### config.mk
export PLATFORM = sky130hd
export DESIGN_NAME = grr_dpath
export DESIGN_NICKNAME = d
export VERILOG_FILES = /design/src/hw/rtl/grr_pkg.sv /design/src/hw/rtl/grr_dpath.sv
export SDC_FILE = /design/constraint.sdc
export NUM_CORES = 1
export LEC_CHECK = 0
export BUFFER_PORTS_ARGS = -buffer_cell sky130_fd_sc_hd__buf_2
export CAP_MARGIN = 25
export CORE_MARGIN = 5
export CORE_UTILIZATION = 25
export DETAILED_ROUTE_END_ITERATION = 8
export PLACE_DENSITY = 0.4
export SETUP_SLACK_MARGIN = 0.1
export SYNTH_ARGS = -nofsm -noshare
export SYNTH_HDL_FRONTEND = slang
export SYNTH_SLANG_ARGS = --single-unit
### constraint.sdc
create_clock -name i_clk -period 3.37 [get_ports i_clk]
set_input_delay 0.1685 -clock i_clk [delete_from_list [all_inputs] [get_ports i_clk]]
set_output_delay 0.1685 -clock i_clk [all_outputs]
set_load 0.005 [all_outputs]
### src/hw/rtl/grr_pkg.sv
// ----------------------------------------------------------------------------
// grr_pkg
// Shared constants, types and controller/datapath bundles for the group
// reverse reorder block.
// ----------------------------------------------------------------------------
package grr_pkg;

    localparam int MAX_GROUP = 16;
    localparam int IDX_W     = $clog2(MAX_GROUP);
    localparam int CNT_W     = $clog2(MAX_GROUP + 1);
    localparam int VAL_W     = 32;
    localparam int CFG_W     = 5;

    // Controller states
    typedef enum logic [0:0] {
        ST_FILL,
        ST_DRAIN
    } t_grr_state;

    // Controller to datapath commands
    typedef struct packed {
        logic store;   // write the input beat into the group store
        logic start;   // this beat closes a group: set up the drain
        logic issue;   // read the next stored element for output
    } t_grr_cmd;

    // Datapath to controller status
    typedef struct packed {
        logic trigger;   // the presented beat would close a group
        logic rd_free;   // read stage can take a new element
        logic last_left; // the next read is the final one of the group
    } t_grr_sts;

endpackage

### src/hw/rtl/grr_dpath.sv
// ----------------------------------------------------------------------------
// grr_dpath
// Datapath: group store memory, fill and drain counters, registered read
// stage and output register.
// ----------------------------------------------------------------------------
module grr_dpath import grr_pkg::*; (
    input  logic                    i_clk,
    input  logic                    i_rst_n,
    input  t_grr_cmd                i_cmd,
    output t_grr_sts                o_sts,
    input  logic signed [VAL_W-1:0] i_value,
    input  logic                    i_sequence_end,
    input  logic                    i_cfg_valid,
    input  logic [CFG_W-1:0]        i_cfg_data,
    input  logic                    i_out_ready,
    output logic                    o_out_valid,
    output logic signed [VAL_W-1:0] o_out_value,
    output logic                    o_run_last,
    output logic                    o_out_sequence_end
);

    logic [VAL_W-1:0] r_mem [MAX_GROUP];

    logic [CFG_W-1:0] r_group_size;
    logic [CNT_W-1:0] r_fill;
    logic [CNT_W-1:0] r_left;
    logic [IDX_W-1:0] r_idx;
    logic             r_rev;
    logic             r_end;

    logic             r_rd_valid;
    logic [VAL_W-1:0] r_rd_data;
    logic             r_rd_last;
    logic             r_rd_end;

    logic             r_out_valid;
    logic [VAL_W-1:0] r_out_value;
    logic             r_out_last;
    logic             r_out_end;

    logic [CNT_W-1:0] eff_k;
    logic [CNT_W-1:0] n_count;
    logic             n_rev;
    logic             move;

    // Clamp group size to 1..MAX_GROUP
    always_comb begin
        if (r_group_size == '0) begin
            eff_k = CNT_W'(1);
        end else if (CNT_W'(r_group_size) > CNT_W'(MAX_GROUP)) begin
            eff_k = CNT_W'(MAX_GROUP);
        end else begin
            eff_k = CNT_W'(r_group_size);
        end
    end

    // Count after storing the presented beat; decide group close and order
    assign n_count       = r_fill + CNT_W'(1);
    assign n_rev         = (n_count >= eff_k);
    assign o_sts.trigger = n_rev || i_sequence_end;

    // Read stage hands over when the output register is empty or taken
    assign move            = r_rd_valid && (!r_out_valid || i_out_ready);
    assign o_sts.rd_free   = !r_rd_valid || move;
    assign o_sts.last_left = (r_left == CNT_W'(1));

    // Write group size register
    always_ff @(posedge i_clk) begin
        if (!i_rst_n) begin
            r_group_size <= CFG_W'(1);
        end else if (i_cfg_valid) begin
            r_group_size <= i_cfg_data;
        end
    end

    // Store the beat into the group memory
    always_ff @(posedge i_clk) begin
        if (i_cmd.store) begin
            r_mem[r_fill[IDX_W-1:0]] <= i_value;
        end
    end

    // Advance fill count; clear it when a group closes
    always_ff @(posedge i_clk) begin
        if (!i_rst_n) begin
            r_fill <= '0;
        end else if (i_cmd.store) begin
            r_fill <= i_cmd.start ? '0 : n_count;
        end
    end

    // Set up and step the drain count
    always_ff @(posedge i_clk) begin
        if (!i_rst_n) begin
            r_left <= '0;
        end else if (i_cmd.start) begin
            r_left <= n_count;
        end else if (i_cmd.issue) begin
            r_left <= r_left - CNT_W'(1);
        end
    end

    always_ff @(posedge i_clk) begin
        if (i_cmd.start) begin
            r_rev <= n_rev;
            r_end <= i_sequence_end;
            r_idx <= n_rev ? r_fill[IDX_W-1:0] : '0;
        end else if (i_cmd.issue) begin
            r_idx <= r_rev ? r_idx - IDX_W'(1) : r_idx + IDX_W'(1);
        end
    end

    // Registered memory read with its run marks
    always_ff @(posedge i_clk) begin
        if (i_cmd.issue) begin
            r_rd_data <= r_mem[r_idx];
            r_rd_last <= (r_left == CNT_W'(1));
            r_rd_end  <= (r_left == CNT_W'(1)) && r_end;
        end
    end

    always_ff @(posedge i_clk) begin
        if (!i_rst_n) begin
            r_rd_valid <= 1'b0;
        end else if (i_cmd.issue) begin
            r_rd_valid <= 1'b1;
        end else if (move) begin
            r_rd_valid <= 1'b0;
        end
    end

    // Output register: load from read stage, drop when taken
    always_ff @(posedge i_clk) begin
        if (!i_rst_n) begin
            r_out_valid <= 1'b0;
        end else if (move) begin
            r_out_valid <= 1'b1;
        end else if (i_out_ready) begin
            r_out_valid <= 1'b0;
        end
    end

    always_ff @(posedge i_clk) begin
        if (move) begin
            r_out_value <= r_rd_data;
            r_out_last  <= r_rd_last;
            r_out_end   <= r_rd_end;
        end
    end

    assign o_out_valid        = r_out_valid;
    assign o_out_value        = signed'(r_out_value);
    assign o_run_last         = r_out_last;
    assign o_out_sequence_end = r_out_end;

endmodule

# --- Word level (Yosys, flattened, before mapping) ---
# Memories as Yosys holds them, arrays and structs flattened. A register that Yosys moved wholly into a read port is not among the register bits.
# Index checks and enable logic that the tools add are counted.
op_classes:
  add_sub_neg: 4
  magnitude_cmp: 2
  n_eq_ne: 1
  muxes: 15
  n_reduce_logical: 11
op_table:
  columns: ["cell", "n"]
  rows:
  - ["$mux 5", 5]
  - ["$mux 4", 4]
  - ["$mux 1", 6]
  - ["$reduce_bool 2->1", 3]
  - ["$add 5x1->5 const B", 1]
  - ["$eq 5x1->1 const B", 1]
  - ["$ge 5x5->1", 1]
  - ["$gt 5x5->1 const B", 1]
  - ["$logic_not 5->1", 1]
  - ["$sub 5x1->5 const B", 1]
  - ["$add 4x1->4 const B", 1]
  - ["$sub 4x1->4 const B", 1]
  - ["$logic_or 1x1->1", 3]
  - ["$logic_and 1x1->1", 2]
  - ["$logic_not 1->1", 2]
totals:
  regBits: 59
  ramBits: 512
  out_inout_bits: 38
  elab_cells: 47
  memories: 1
memory_table:
  columns: ["name", "depth", "word_bits", "rd", "rd_clocked_by_memory_dff", "wr", "line", "rtl"]
  rows:
  - ["r_mem", 16, 32, 1, 1, 1, "grr_dpath.sv:22", "logic [VAL_W-1:0] r_mem [MAX_GROUP];"]

# --- Logic depth before layout (Yosys ltp) ---
# Gate-level depths: netlist of the first run.
depth:
  word_depth: 6
  depth_mapped: 8
  ltp_nobuf: 8

# --- Least setup slack after synthesis of the first run ---
# Ideal clock, no wire load.
synth_path:
  path_type: "reg2reg"
  from: "register r_out_valid (netlist: o_out_valid)"
  to: "register r_out_end (netlist: o_out_sequence_end) (enable)"
  setup_time_ps: 429
  arrival_time_ps: 2004
  required_ps: 2941
  slack_ps: 937
  path_stages_with_launch: 3
  path_buffers: 0
  synth_period_minus_slack_ps: 2433
  cell_sequence: "dfxtp_1 -> nor2b_1 -> nor2b_1"
synth_between:
  elab_chain_cells: 3
synth_rtl:
  columns: ["element", "line", "rtl"]
  rows:
  - ["from (decl)", "grr_dpath.sv:36", "logic r_out_valid;"]
  - ["from (signal assigned)", "grr_dpath.sv:135", "r_out_valid <= 1'b0;"]
  - ["from (signal assigned)", "grr_dpath.sv:137", "r_out_valid <= 1'b1;"]
  - ["from (signal assigned)", "grr_dpath.sv:139", "r_out_valid <= 1'b0;"]
  - ["$logic_not 1->1", "grr_dpath.sv:63", "assign move = r_rd_valid && (!r_out_valid || i_out_ready);"]
  - ["$logic_or 1x1->1", "grr_dpath.sv:63", null]
  - ["$logic_and 1x1->1", "grr_dpath.sv:63", null]
  - ["net move", "grr_dpath.sv:44", "logic move;"]
  - ["to (signal assigned)", "grr_dpath.sv:147", "r_out_end <= r_rd_end;"]
  - ["to (decl)", "grr_dpath.sv:39", "logic r_out_end;"]
# The timed path passes the listed nets, and every way through them passes these cells.
# A chain may end at the register's enable or synchronous reset.

==> flow_metrics.py, run 1 <==
metrics = {
    "status": {
        "status": "completed",
    },
    "route": {
        "drc": 0,
        "vias_per_cell": 4.30,
        "vias": 10500,
        "wl_per_cell_um": 22.4,
        "drt_iter0_drc": 699,
        "wl_um": 54700,
        "dr.pass1.iters": 4,
        "ant_nets": 0,
    },
    "setup_path": {
        "required_ps": 3200,
        "worst_setup_path_start_kind": "register",
        "crit_path_end_kind": "output port",
        "path_class": "reg2out",
        "crit_arrival_ps": 2760,
        "crit_fanout": 8,
    },
    "logic_synthesis": {
        "ys.flop_type": "edfxtp_1",
        "synth_compound_area_share_pct": 2.74,
        "ys_ff_latch": 603,
        "yosysSeqAreaShare_pct": 79.4,
        "avgSynthCellArea_um2": 22.3,
        "syn_inst": 1013,
        "synthAdderAreaFrac_pct": 0.809,
        "synth_nets": 1072,
        "yosysWarnings": 0,
        "synthXorXnorAreaFrac_pct": 0.388,
        "synth_edf_count": 586,
        "synth_mux_area_share_pct": 13.0,
        "synth_top_family_by_area": "multiplexers",
        "netlist-cell-type-count": 34,
        "async_reset_ff_share_pct": 0,
        "synth-simple-area-share_pct": 2.22,
        "syn_area_um2": 22600,
    },
    "power_and_ir_drop": {
        "seq_power_share_pct": 48.8,
        "p_clk_share_pct": 39.7,
        "p_per_area_nw_per_um2": 651,
        "switching_share_pct": 23.6,
        "vdd_drop_max_mv": 0.295,
        "netSwitchingPower_uw": 4220,
        "leakage_uw": 0.00886,
        "power_uw": 17900,
        "p_int_uw": 13600,
        "p_comb_share_pct": 11.4,
    },
    "floorplanning": {
        "core_um2": 89900,
        "io_pins": 83,
        "num_rows": 110,
        "dieArea_um2": 96500,
        "die_w_um": 311,
        "die_y_um": 311,
        "initial_core_util_pct": 25.1,
    },
    "hold_path": {
        "hold_path.class": "in2reg",
    },
    "clocking": {
        "cts_made_buffers": 71,
        "clkSlewWorstSetupHoldPaths_ps": 50,
        "clk_latency_ps": 600,
        "cts_buffer_depth": 3,
        "clock-sinks": 603,
        "postCtsSetupBuffers": 0,
        "cts_tree": "yes",
        "cts-root-buf": "clkbuf_16",
        "h-tree-depth": 3,
    },
    "grt": {
        "antenna_found_initial": 2,
        "gr-max-usage-layer": "met2",
        "grt.overflow.total": 0,
        "grt_pass1_wl_um": 80200,
        "grt_pass1_vias": 11600,
        "track_usage_pct": 11.2,
        "use_met2_pct": 19.3,
        "use_met1_pct": 14.6,
        "use_met3_pct": 2.22,
        "grt_max_degree": 59,
    },
    "sta": {
        "setup_ws_ps": 446,
        "hold_viol": 0,
        "max_freq_ghz": 0.342,
        "final_max_slew_viol_count": 0,
        "clock-skew-final_ps": 20.7,
        "min_period_ps": 2920,
        "setup_viol": 0,
        "tightest_slew_ps": 883,
        "max-slew-margin-rel_pct": 41.0,
        "finalCritPeriodShare_pct": 86.8,
        "tns_ps": 0,
        "rsz0062_at_grt": "false",
    },
    "placement": {
        "dpl-instance-area_um2": 24800,
        "port_buffers": 82,
        "hpwl_um": 30900,
        "post-place-ws_ps": 559,
        "gp_congestion": 0.689,
    },
    "finish": {
        "drive_gt1_share_pct": 28.9,
        "fin_nets": 1271,
        "mostFrequentLayoutCell": "edfxtp_1",
        "mostFrequentLayoutCells": "edfxtp_1 (586), mux4_2 (128), buf_2 (82), clkbuf_16 (71), a22oi_1 (64)",
        "fin_area_um2": 27400,
        "areaGrowthSynthToFinish_pct": 21.5,
    },
    "run": {
        "maxCapViolCount": 0,
    },
}
==> power by group through the flow <==
stage               Combinational, µW  Sequential (µW)  Clock [µW]
floorplan                        1220             8820           0
global placement                 2050             8880           0
detailed placement               2050             8890           0
CTS                              2120             8730        7350
global route                     2250             8750        7660
finish                           2040             8720        7100
==> through the flow <==
stage          util [%]  std cells  hold WS [ps]
2_1_floorplan         -       1013           267
3_3_place_gp       27.5       2261           359
3_5_place_dp       27.5       2261           362
4_1_cts            30.5       2437           261
5_1_grt            30.5       2437           281
6_report           30.5       2439           309
==> state kept, by name (all words and copies together), names as in the netlist <==
register and count:
o_out_value 32, r_left 5, o_out_valid 1, r_rev 1
r_end 1, r_rd_data 32, o_run_last 1, r_group_size 5
r_fill 5, r_rd_end 1, r_idx 4, r_rd_last 1
r_rd_valid 1, o_out_sequence_end 1, r_mem 512
==> worst paths after layout <==
check	start	end	slack (ps)	depth (start not counted)
setup reg to reg	r_fill[1]	r_idx[2]	1020	8
hold reg to reg	r_rd_data[7]	o_out_value[7]	420	0
hold / removal	i_sequence_end	r_end	310	2
setup / recovery	r_fill[1]	o_sts[2]	450	9
==> per-layer routing <==
| metal | routed length [µm] | vias to the layer above |
|---|---|---|
| met3 | 1920 | 74 |
| li1 | - | 4627 |
| met1 | 24100 | 5612 |
| met4 | 1020 | 0 |
| met5 | 0 | - |
| met2 | 27600 | 178 |
==> Yosys cell counts (5+ instances only) <==
cell type / n / share of area (%)
mux4_2: 128 / 13
xnor2_1: 6 / 0.23
and3_1: 11 / 0.30
dfxtp_1: 17 / 1.5
nor2b_1: 14 / 0.39
o22ai_1: 6 / 0.17
a21oi_1: 5 / 0.11
inv_1: 14 / 0.23
nand2_1: 49 / 0.81
buf_6: 8 / 0.40
clkbuf_1: 32 / 0.53
edfxtp_1: 586 / 78
buf_2: 6 / 0.13
mux2i_1: 6 / 0.27
and2_1: 14 / 0.39
ha_1: 13 / 0.72
nor2_1: 5 / 0.083
a22oi_1: 64 / 2.1
==> cell families after synthesis <==
family	after synthesis
buffers and inverters	64
adder cells (fa/ha/maj)	14
multiplexers	134
AND/OR/NAND/NOR	102
XOR/XNOR	10
AO/OA/AOI/OAI	86
flip-flops	603
==> cell type report <==
type,count,area (µm²)
inverters,14,52.6
clock buffers,92,1860
clock inverters,30,265
flip-flops and latches,603,17900
diodes,2,5.00
repair buffers,176,1450
fillers,8682,62400
multi-input cells,346,4400
well taps,1176,1470
==> repair_timing <==
item	4_1_cts	5_1_grt
hold buffers	54	0
endpoints found under the setup margin	1	1
resized for setup	1	3
hold endpoints to repair	532	0
==> critical path, stage by stage (launching register included) <==
cell and delay, ps:
dfxtp_1 400, ha_2 280, nand3_1 110, xnor2_1 250, inv_1 70, ha_1 320, a21o_1 220, a31oi_4 280
nand2b_1 100, buf_2 130
No activity file was read; power rests on OpenSTA's default activity.
==> inputs of run 2 (changes only) <==
--- a/config.mk
+++ b/config.mk
@@ -7,10 +7,12 @@
 export LEC_CHECK = 0
 export BUFFER_PORTS_ARGS = -buffer_cell sky130_fd_sc_hd__buf_2
 export CAP_MARGIN = 25
+export CELL_PAD_IN_SITES_DETAIL_PLACEMENT = 0
+export CELL_PAD_IN_SITES_GLOBAL_PLACEMENT = 2
 export CORE_MARGIN = 5
 export CORE_UTILIZATION = 25
 export DETAILED_ROUTE_END_ITERATION = 8
-export PLACE_DENSITY = 0.4
+export PLACE_DENSITY = 0.47
 export SETUP_SLACK_MARGIN = 0.1
 export SYNTH_ARGS = -nofsm -noshare
 export SYNTH_HDL_FRONTEND = slang
==> flow_metrics.py, run 2 (synthesized netlist as in run 1, its figures left out) <==
metrics = {
    "status": {
        "status": "completed",
    },
    "route": {
        "drc": 0,
        "vias": 10500,
        "vias_per_cell": 4.29,
        "wl_per_cell_um": 22.6,
        "ant_nets": 0,
        "drt_iter0_drc": 671,
        "wl_um": 55300,
        "dr.pass1.iters": 4,
    },
    "floorplanning": {
        "die_y_um": 311,
        "core_um2": 89900,
        "initial_core_util_pct": 25.1,
        "dieArea_um2": 96500,
        "io_pins": 83,
        "num_rows": 110,
        "die_w_um": 311,
    },
    "sta": {
        "finalCritPeriodShare_pct": 88.5,
        "tightest_slew_ps": 992,
        "clock-skew-final_ps": 25.1,
        "tns_ps": 0,
        "hold_viol": 0,
        "hold_ws_ps": 219,
        "setup_viol": 0,
        "rsz0062_at_grt": "false",
        "max_freq_ghz": 0.335,
        "max-slew-margin-rel_pct": 33.8,
        "final_max_slew_viol_count": 0,
        "min_period_ps": 2980,
    },
    "clocking": {
        "clkSlewWorstSetupHoldPaths_ps": 60,
        "postCtsSetupBuffers": 0,
        "cts_buffer_depth": 3,
        "cts-root-buf": "clkbuf_16",
        "cts_tree": "yes",
        "clock-sinks": 603,
        "cts_made_buffers": 71,
        "clk_latency_ps": 610,
        "h-tree-depth": 3,
    },
    "hold_path": {
        "hold_path.class": "in2reg",
        "min_from": "i_cmd[0]",
    },
    "power_and_ir_drop": {
        "vdd_drop_max_mv": 0.302,
        "leakage_uw": 0.00890,
        "p_per_area_nw_per_um2": 653,
    },
    "grt": {
        "antenna_found_initial": 3,
        "grt_max_degree": 53,
        "track_usage_pct": 11.4,
        "grt.overflow.total": 0,
        "grt_pass1_wl_um": 81900,
        "grt_pass1_vias": 11900,
    },
    "setup_path": {
        "path_class": "reg2out",
        "cpPeakStageDelay_ps": 480,
        "cp_slowest_cell": "dfxtp_1",
        "worst_setup_path_start_kind": "register",
        "required_ps": 3200,
        "path_cells": "ha_2, nand3_1, xnor2_1, inv_1, ha_1, a21o_1, a31oi_4, nand2b_1, buf_2",
        "crit_arrival_ps": 2810,
        "startpoint": "r_fill[0]",
        "r2r-start": "r_fill[0]",
        "crit_fanout": 8,
        "crit_path_end_kind": "output port",
    },
    "placement": {
        "port_buffers": 82,
        "hpwl_um": 31800,
        "gp_congestion": 0.676,
    },
    "finish": {
        "mostFrequentLayoutCell": "edfxtp_1",
        "fin_nets": 1278,
        "largest_register_ff_count": 512,
        "mostFrequentLayoutCells": "edfxtp_1 (586), mux4_2 (128), buf_2 (82), clkbuf_16 (73), a22oi_1 (64)",
        "areaGrowthSynthToFinish_pct": 21.6,
        "drive_gt1_share_pct": 29.5,
    },
    "run": {
        "maxCapViolCount": 0,
    },
}
[run 2: what timing repair did]
action                     in CTS  in global routing
resized for setup               1                  2
setup endpoints to repair       1                  1
hold endpoints to repair      531                  0
hold buffers                   53                  0
pin swaps                       0                  0
[run 2: worst paths after layout]
| kind | endpoint | slack, ps | cells after the start |
|---|---|---|---|
| max reg2reg | r_idx[2] | 960 | 8 |
| min reg2reg | o_out_value[1] | 420 | 0 |
| max | o_sts[2] | 390 | 9 |
| min | r_rd_data[7] | 220 | 1 |
[run 2: report_power, final]
part,internal (µW),switching [µW]
Clock,4150,3030
Combinational,877,1150
Sequential,8600,135
Total,13600,4310
[run 2: per-layer routing]
| metal | track usage, % | wire length [µm] | vias up |
|---|---|---|---|
| met5 | 0 | 13 | - |
| met4 | 2.76 | 817 | 2 |
| met3 | 2.21 | 2040 | 71 |
| met2 | 19.1 | 27100 | 170 |
| met1 | 15.5 | 25300 | 5636 |
| li1 | - | - | 4637 |
[run 2: layout make-up]
cell class / instances / area [µm²]
Multi-Input combinational cell: 346 / 4400
Timing Repair Buffer: 183 / 1430
Sequential cell: 603 / 17900
Fill cell: 8713 / 62400
Inverter: 14 / 52.6
Tap cell: 1176 / 1470
Clock inverter: 37 / 278
Antenna cell: 1 / 2.50
Clock buffer: 89 / 1900
[run 2: per-stage QoR]
| step | area (µm²) | cells | utilization, % | total power (µW) | setup WS (ps) |
|---|---|---|---|---|---|
| detailed placement | 24700 | 2269 | 27.5 | 11000 | 622 |
| CTS | 27500 | 2448 | 30.5 | 18300 | 142 |
| finish | 27500 | 2449 | 30.6 | 17900 | 388 |
| floorplan | 22600 | 1013 | - | 10000 | 937 |
| global placement | 24700 | 2269 | 27.5 | 11000 | 630 |
| global route | 27500 | 2448 | 30.6 | 18800 | 122 |
[run 2: worst max-delay path: cells and delay by family, from the launching register on]
family                     cells  cell delay [ps]
DFF                            1              480
AOI/OAI and AO/OA              2              460
adders and majority gates      2              630
xor gates and xnor gates       1              240
and+or+nand+nor                2              190
buffers and inverters          2              200
==> inputs of run 3 (changes only) <==
--- a/config.mk
+++ b/config.mk
@@ -6,12 +6,13 @@
 export NUM_CORES = 1
 export LEC_CHECK = 0
 export BUFFER_PORTS_ARGS = -buffer_cell sky130_fd_sc_hd__buf_2
-export CAP_MARGIN = 25
+export CAP_MARGIN = 5
 export CELL_PAD_IN_SITES_DETAIL_PLACEMENT = 0
 export CELL_PAD_IN_SITES_GLOBAL_PLACEMENT = 2
 export CORE_MARGIN = 5
 export CORE_UTILIZATION = 25
 export DETAILED_ROUTE_END_ITERATION = 8
+export GPL_TIMING_DRIVEN = 0
 export PLACE_DENSITY = 0.47
 export SETUP_SLACK_MARGIN = 0.1
 export SYNTH_ARGS = -nofsm -noshare
==> constraint.sdc (replaced) <==
create_clock -name i_clk -period 3.75 [get_ports i_clk]
set_input_delay 0.1875 -clock i_clk [delete_from_list [all_inputs] [get_ports i_clk]]
set_output_delay 0.1875 -clock i_clk [all_outputs]
set_load 0.005 [all_outputs]
==> flow_metrics.py, run 3 (synthesized netlist as in run 1, its figures left out) <==
metrics = {
    "finish": {
        "fin_nets": 1287,
        "mostFrequentLayoutCell": "edfxtp_1",
        "mostFrequentLayoutCells": "edfxtp_1 (586), mux4_2 (128), buf_2 (85), clkbuf_16 (75), a22oi_1 (64)",
        "drive_gt1_share_pct": 27.3,
        "largest_register_ff_count": 512,
        "areaGrowthSynthToFinish_pct": 21.7,
        "fin_area_um2": 27500,
        "fin_util_pct": 30.6,
    },
    "setup_path": {
        "startpoint": "r_fill[0]",
        "required_ps": 3560,
        "worst_setup_path_start_kind": "register",
        "path_class": "reg2out",
        "crit_arrival_ps": 3120,
        "reg2reg_depth": 6,
        "reg2reg_to": "r_idx[2]",
        "crit_fanout": 8,
        "regToRegSetupSlack_ps": 910,
        "crit_path_end": "o_sts[2]",
        "r2r-start": "r_idx[1]",
        "crit_path_end_kind": "output port",
    },
    "route": {
        "vias": 10600,
        "vias_per_cell": 4.33,
        "wl_um": 57200,
        "drt_iter0_drc": 824,
        "wl_per_cell_um": 23.3,
        "ant_nets": 0,
        "dr.pass1.iters": 4,
        "drc": 0,
    },
    "sta": {
        "max-slew-margin-rel_pct": 28.7,
        "hold_viol": 0,
        "tightest_slew_ps": 1070,
        "tns_ps": 0,
        "final_max_slew_viol_count": 0,
        "rsz0062_at_grt": "false",
        "min_period_ps": 3310,
        "finalCritPeriodShare_pct": 88.3,
        "setup_viol": 0,
        "max_freq_ghz": 0.302,
        "clock-skew-final_ps": 18.1,
    },
    "floorplanning": {
        "die_w_um": 311,
        "dieArea_um2": 96500,
        "io_pins": 83,
        "die_y_um": 311,
        "core_um2": 89900,
        "initial_core_util_pct": 25.1,
        "num_rows": 110,
    },
    "placement": {
        "gp_congestion": 0.664,
        "hpwl_um": 35600,
        "dpl-instance-area_um2": 24800,
        "port_buffers": 80,
    },
    "run": {
        "maxCapViolCount": 0,
    },
    "status": {
        "status": "completed",
    },
    "clocking": {
        "clkSlewWorstSetupHoldPaths_ps": 50,
        "postCtsSetupBuffers": 0,
        "cts_made_buffers": 72,
        "cts_buffer_depth": 3,
        "cts_tree": "yes",
        "h-tree-depth": 3,
        "clk_latency_ps": 590,
        "clock-sinks": 603,
        "cts-root-buf": "clkbuf_16",
    },
    "grt": {
        "antenna_found_initial": 2,
        "grt_max_degree": 42,
        "grt_pass1_vias": 11700,
        "track_usage_pct": 11.9,
        "grt.overflow.total": 0,
        "grt_pass1_wl_um": 83500,
    },
    "power_and_ir_drop": {
        "leakage_uw": 0.00884,
        "power_uw": 16300,
        "p_per_area_nw_per_um2": 592,
        "vdd_drop_max_mv": 0.339,
    },
    "hold_path": {
        "hold_path.class": "in2reg",
    },
}
run 3: final cells by class:
| type | count | area [µm²] |
|---|---|---|
| diodes | 2 | 5.00 |
| plain buffers | 50 | 263 |
| clock buffers | 90 | 1930 |
| clock inverters | 33 | 267 |
| fillers | 8724 | 62400 |
| inverters | 14 | 52.6 |
| multi-input cells | 346 | 4370 |
| flip-flops and latches | 603 | 17900 |
| well taps | 1176 | 1470 |
| repair buffers | 141 | 1180 |
run 3: per-stage QoR:
stage	setup slack [ps]	hold slack, ps	cells
floorplan	1320	286	1013
global placement	-1230	381	2269
detailed placement	705	382	2286
CTS	116	3.71	2453
global route	176	61.2	2453
finish	440	49.4	2455
run 3: worst min-delay path by stage:
stage	from	end	slack [ps]	cells past startpoint
2_1_floorplan	i_sequence_end	r_end	290	0
3_3_place_gp	i_sequence_end	r_end	380	1
3_5_place_dp	i_sequence_end	r_end	380	1
5_1_grt	i_cfg_valid	r_group_size[0]	60	3
4_1_cts	i_cfg_valid	r_group_size[0]	4	3
6_report	i_cfg_valid	r_group_size[0]	50	3
run 3: repair_timing:
action,CTS,global route
endpoints found under the setup margin,0,1
endpoints found under the hold margin,525,0
hold buffers,44,0
resized for setup,0,1
run 3: where the power goes:
group	switching, µW	internal (µW)	total [µW]
registers	88.2	7730	7820
logic	1160	737	1900
clock network	2640	3900	6550
run 3: per-layer routing:
layer  track usage (%)  share of wire (%)  up-vias
met5                 0                  0        -
met4              3.09                1.7        0
met3              2.23                4.4       60
met2              19.5                 48      225
met1              16.3                 46     5676
li1                  -                  -     4661
run 3: worst max-delay path, cell delays in order, from the launching register on:
cell	delay [ps]
dfxtp_1	510
ha_1	350
nand3_1	130
xnor2_1	330
inv_1	90
ha_1	310
a21o_1	190
a31oi_2	400
nand2b_1	90
buf_2	140
